`config.mk`:
```
export PLATFORM = sky130hd
export DESIGN_NAME = cbs_lerp
export DESIGN_NICKNAME = d
export VERILOG_FILES = /design/src/hw/rtl/assert_macros.svh /design/src/hw/rtl/cbs_lerp.sv
export SDC_FILE = /design/constraint.sdc
export NUM_CORES = 1
export LEC_CHECK = 0
export BUFFER_PORTS_ARGS = -buffer_cell sky130_fd_sc_hd__buf_4
export CELL_PAD_IN_SITES_DETAIL_PLACEMENT = 1
export CELL_PAD_IN_SITES_GLOBAL_PLACEMENT = 1
export CORE_UTILIZATION = 51
export DETAILED_ROUTE_END_ITERATION = 16
export PLACE_DENSITY_LB_ADDON = 0.15
export SYNTH_ARGS = -nofsm -noshare
export SYNTH_HDL_FRONTEND = slang
export SYNTH_SLANG_ARGS = --single-unit
```
`constraint.sdc`:
```
create_clock -name clk -period 11.21 [get_ports clk]
set_input_delay 2.242 -clock clk [delete_from_list [all_inputs] [get_ports clk]]
set_output_delay 2.242 -clock clk [all_outputs]
set_load 0.05 [all_outputs]
```
`src/hw/rtl/assert_macros.svh`:
```
// assertion helpers for the rtl
`ifndef ASSERT_MACROS_SVH
`define ASSERT_MACROS_SVH

`ifndef ASSERT_OFF

`define ASSERT_IMPLIES(lbl, clk, rst, ante, cons) \
  lbl: assert property (@(posedge clk) disable iff (rst) (ante) |-> (cons)) \
    else $error("assertion failed");

`define ASSERT_NEVER(lbl, clk, rst, cond) \
  lbl: assert property (@(posedge clk) disable iff (rst) !(cond)) \
    else $error("assertion failed");

`else

`define ASSERT_IMPLIES(lbl, clk, rst, ante, cons)

`define ASSERT_NEVER(lbl, clk, rst, cond)

`endif

`endif

```
`src/hw/rtl/cbs_lerp.sv`:
```
module cbs_lerp #(
  parameter int W  = 24,
  parameter int TF = 16
) (
  input  logic                clk,
  input  logic signed [W-1:0] a,
  input  logic signed [W-1:0] b,
  input  logic        [TF:0]  t,
  output logic signed [W-1:0] y
);

  localparam int PW = W + TF + 3;
  localparam logic signed [PW-1:0] HALF = PW'(1) <<< (TF - 1);

  logic signed [W:0]    diff;
  logic signed [TF+1:0] t_s;
  logic signed [PW-1:0] prod;
  logic signed [PW-1:0] sum;
  logic signed [W-1:0]  a_q;
  logic signed [W-1:0]  y_next;

  // y = a + round((b - a) * t), result always lies between a and b
  always_comb begin
    diff   = {b[W-1], b} - {a[W-1], a};
    t_s    = {1'b0, t};
    sum    = prod + HALF;
    y_next = a_q + sum[TF+W-1:TF];
  end

  always_ff @(posedge clk) begin
    prod <= PW'(diff * t_s);
    a_q  <= a;
    y    <= y_next;
  end

endmodule

```
Word-level counts from Yosys, hierarchy flattened
Index checks and enable logic that the tools add are counted.
- register bits after elaboration: 88
- input bits: 66
- output and inout bits: 24
- logic and storage cells: 7
- add/sub/neg operators: 3
- multiply operators: 1
- operators by type and width (kind ; number):
    40-bit by 17-bit adder with 40-bit output, second input constant ; 1
    25-bit by 18-bit multiplier with 40-bit output ; 1
    24-bit by 24-bit subtractor with 25-bit output ; 1
    24-bit adder ; 1

Depth between registers and ports, before layout
- word-level depth: 2
- mapped depth: 36
- depth with buffers taken out: 35

Worst setup path before layout
Ideal clock, no wire load.
- kind: input -> register
- from: input port b[0]
- to: register prod[39]
- library setup time: 130 ps
- arrival: 9767 ps
- data required time: 11080 ps
- slack: 1314 ps
- stages: 30
- buffers on the path: 1
- cells stage by stage: inv_1 ha_1 fa_1 nor2b_2 o31ai_1 a21o_1 a211o_1 and4_1 o31ai_2 a21o_1 a21oi_2 xnor2_2 buf_4 and2_1 fa_1 fa_1 fa_1 fa_1 fa_1 fa_1 ha_1 a21o_1 a21o_1 a21o_1 a21o_1 a21o_1 a21o_1 a21o_1 o41a_1 xnor3_1
- word-level cells in the longest chain between the ends: 2
- ends and longest elaborated chain (element ; RTL line ; source):
    start: declaration ; cbs_lerp.sv:7 ; input logic signed [W-1:0] b,
    24-bit by 24-bit subtractor with 25-bit output ; cbs_lerp.sv:24 ; diff = {b[W-1], b} - {a[W-1], a};
    25-bit by 18-bit multiplier with 40-bit output ; cbs_lerp.sv:31 ; prod <= PW'(diff * t_s);
    end signal: assignment ; cbs_lerp.sv:31 ;
    end: declaration ; cbs_lerp.sv:17 ; logic signed [PW-1:0] prod;
No other way between the ends.

Final worst setup path
- from: input port a[1]
- to: register prod[39]
- word-level cells in the longest chain between the ends: 2
- ends and longest elaborated chain (element ; RTL line ; source):
    start: declaration ; cbs_lerp.sv:6 ; input logic signed [W-1:0] a,
    24-bit by 24-bit subtractor with 25-bit output ; cbs_lerp.sv:24 ;
    25-bit by 18-bit multiplier with 40-bit output ; cbs_lerp.sv:31 ;
No other way between the ends.

==> metrics.md <==
| Metric | Value |
|---|---|
| Status | complete, no violations |
| WL per Instance | between 15 and 20 um |
| WP data arrival | 10.97 ns |
| Async S/R FF share, synth | 0% |
| Post-synth EDFFs | 0 |
| TritonCTS clock tree | done |
| Hold Crit Class | flop to flop |
| CP Capture Type | flop |
| Slew @ Worst Pin | ~1.2 ns |
| Full die area | 36350 um2 |
| Total global routing overflow | 0 |
| Antenna Cells | 0 |
| Initial DRC count | between 500 and 600 |
| Initial antenna violation count | 0 |
| RSZ-0062 raised after global routing | no |
| Clock Sinks | between 70 and 80 |
| Vias per cell | 5.302 |
| Hold slack final | between 0.4 and 0.5 ns |
| Root buf cell | clkbuf_16 |
| H-tree depth | 3 |
| Fill count | between 4000 and 5000 |
| Post-Syn Area | ~18000 um2 |
| Hold Path Sink | y[0] |
| Core area | roughly 35000 um2 |
| Worst R2R Path Depth | 13 |
| Final HPWL DP | 39960 um |
| Final worst-path cycle share | 95.84% |
| FP Rows | 68 |
| Initial core utilization | 52.16% |
| GRT Overall Usage | between 20 and 30% |
| CP required | roughly 11 ns |
| Final hold violation count | 0 |
| PortBufs | 89 |
| Largest net degree at the start of global routing | 26 |
| FMAX | 93.08 MHz |
| Flops & latches, synth | 73 |
| Relative slew slack | approximately 22% |
| Clock Path Buffers | 2 |
| Die Y | approximately 190 um |
| Reg2reg setup slack | ~7.5 ns |
| Max_cap viols | 0 |
| Worst path max stage delay | about 0.9 ns |
| Layout Area Growth over Synthesis | 8.266% |
| Ports | 90 |
| Hold depth | 1 |
| Cts hold-fix bufs | 0 |
| Placed inst area | between 15000 and 20000 um2 |
| DRC | 0 |
| DR pass1 iterations | 4 |
| Synth warnings | 0 |
| Clock Latency Late Sink | around 0.35 ns |
| Final setup fails | 0 |
| WS Path Type | input pin to flop |
| Global-route wire length before repair | 80760 um |
| Die X | between 150 and 200 um |
| Critical Path Source | a[1] |
| Top FF cell, synth | dfxtp_1 |
| Post-Syn Instances | between 1500 and 2000 |
| Routed WL | between 40000 and 50000 um |
| CTS resizes | 0 |
| Post-layout instance area | between 15000 and 20000 um2 |
| Crit path time final | 10.74 ns |
| Crit Path Max Fanout | 11 |
| Slew Viols, Final | 0 |
| Post-synthesis sequential area ratio | 8.052% |
| TNS Setup | 0 ns |
| Most frequent CP cell | a21o_1 |
| Worst Skew | 0.01054 ns |
| RePlAce Congestion | 0.8374 |
| Vias in the first global route | 15437 |
| Mean Syn Cell Area | between 9 and 10 um2 |
| Nets | ~2700 |
| Vias | between 10000 and 15000 |
| Routed Antenna Nets | 0 |
| Post-synthesis net count | 2593 |
| CP max-delay cell | xnor2_1 |
| Startpoint types | input pin |
| FF-to-FF Start | prod[15] |
| Total CTS buffers | 9 |
| Clock transition at path regs | around 0.07 ns |
| RR Endpoint | y[22] |
| Hold path start | a_q[0] |
| Postcts setup bufs | 0 |
| Share of cells above drive strength 1 | under 10% |
| Yosys cell types | 62 |
critical path: cells and delay by family:
kind            cells  cell delay [ns]
buf+inv             7             0.69
compound gates     14             3.10
fa+ha+maj           8             3.22
simple gates        3             0.45
xor+xnor            2             1.26
flip-flops by register name, indices dropped and copies added, names as in the netlist:
| name | cells |
|---|---|
| a_q | 24 |
| prod | 25 |
| y | 24 |
synth_stat cells (3+ instances only):
master | number | share of area (%)
a211o_1 | 4 | 0.19
a211oi_1 | 4 | 0.17
a21o_1 | 28 | 1.2
a21oi_1 | 41 | 1.1
a21oi_2 | 4 | 0.19
a31o_2 | 3 | 0.14
a31oi_1 | 6 | 0.21
and2_1 | 182 | 6.3
and2_4 | 7 | 0.34
and3_1 | 10 | 0.34
and4_1 | 3 | 0.14
buf_2 | 6 | 0.17
clkbuf_1 | 53 | 1.1
dfxtp_1 | 73 | 8.1
fa_1 | 396 | 44
ha_1 | 142 | 9.8
inv_1 | 485 | 10
nand2_1 | 236 | 4.9
nand2b_1 | 14 | 0.48
nand3_1 | 20 | 0.55
nand3b_1 | 3 | 0.12
nand4_1 | 6 | 0.21
nor2_1 | 39 | 0.81
nor2b_1 | 35 | 1.2
nor3_1 | 9 | 0.25
o21a_1 | 11 | 0.45
o21ai_0 | 16 | 0.44
o21bai_1 | 6 | 0.25
or2_2 | 3 | 0.10
xnor2_1 | 76 | 3.7
xor2_1 | 26 | 1.3
metal layers:
layer | track usage, % | up-vias | part of all wire (%)
met3 | 4.269 | 79 | 4.8
li1 | - | 5995 | -
met5 | 0 | - | 0
met4 | 8.431 | 0 | 2.8
met1 | 36.39 | 6969 | 42
met2 | 51.54 | 292 | 51
worst max path at each step:
stage,endpoint,slack [ns],depth (start not counted)
final,prod[39],0.47,34
after global routing,prod[39],0.13,34
after CTS,prod[39],0.55,34
after detailed placement,prod[39],0.20,34
after global placement,prod[39],0.48,34
after floorplan,prod[39],1.31,30
cell type report:
cell class	count	area, um2	share of cell area (%)
inverter	485	1821	9.265
multi-input combinational	1368	14630	74.44
timing repair buffer	118	885.9	4.508
clock inverter	7	60.06	0.3056
tap	455	569.3	2.897
sequential	73	1461	7.437
clock buffer	9	225.2	1.146
cells in the final DEF, fill, tap and decap left out, types with 3 or more instances in the layout:
cell	Yosys	routed
a211o_1	4	4
a211oi_1	4	4
a21o_1	28	28
a21oi_1	41	41
a21oi_2	4	4
a31o_2	3	3
a31oi_1	6	6
and2_1	182	182
and2_4	7	7
and3_1	10	10
and4_1	3	3
buf_4	1	118
clkbuf_16	0	9
clkinvlp_4	0	3
dfxtp_1	73	73
fa_1	396	396
ha_1	142	142
inv_1	485	485
inv_6	0	3
nand2_1	236	236
nand2b_1	14	14
nand3_1	20	20
nand3b_1	3	3
nand4_1	6	6
nor2_1	39	39
nor2b_1	35	35
nor3_1	9	9
o21a_1	11	11
o21ai_0	16	16
o21bai_1	6	6
or2_2	3	3
xnor2_1	76	74
xnor2_2	2	4
xor2_1	26	26
cell families (layout without fill, tap and decap cells):
logic type	count (synthesis)	count (layout)	synth area share [%]
and+or+nand+nor	574	574	15.99
buffers and inverters	548	619	11.44
adders and majority gates	538	538	53.47
AOI/OAI and AO/OA	151	151	5.825
xor gates and xnor gates	105	105	5.225
DFF	73	73	8.052
stage by stage:
| stage | util [%] | setup slack [ns] | std cells |
|---|---|---|---|
| floorplan | - | 1.314 | 1989 |
| global placement | 55.65 | 0.4783 | 2499 |
| detailed placement | 55.65 | 0.2033 | 2499 |
| CTS | 56.47 | 0.5539 | 2515 |
| global route | 56.47 | 0.1319 | 2515 |
| finish | 56.47 | 0.4664 | 2515 |
Power is left out: the tool's default activity adds up to more than one toggle a clock period on the data nets, which glitch-free logic cannot reach.
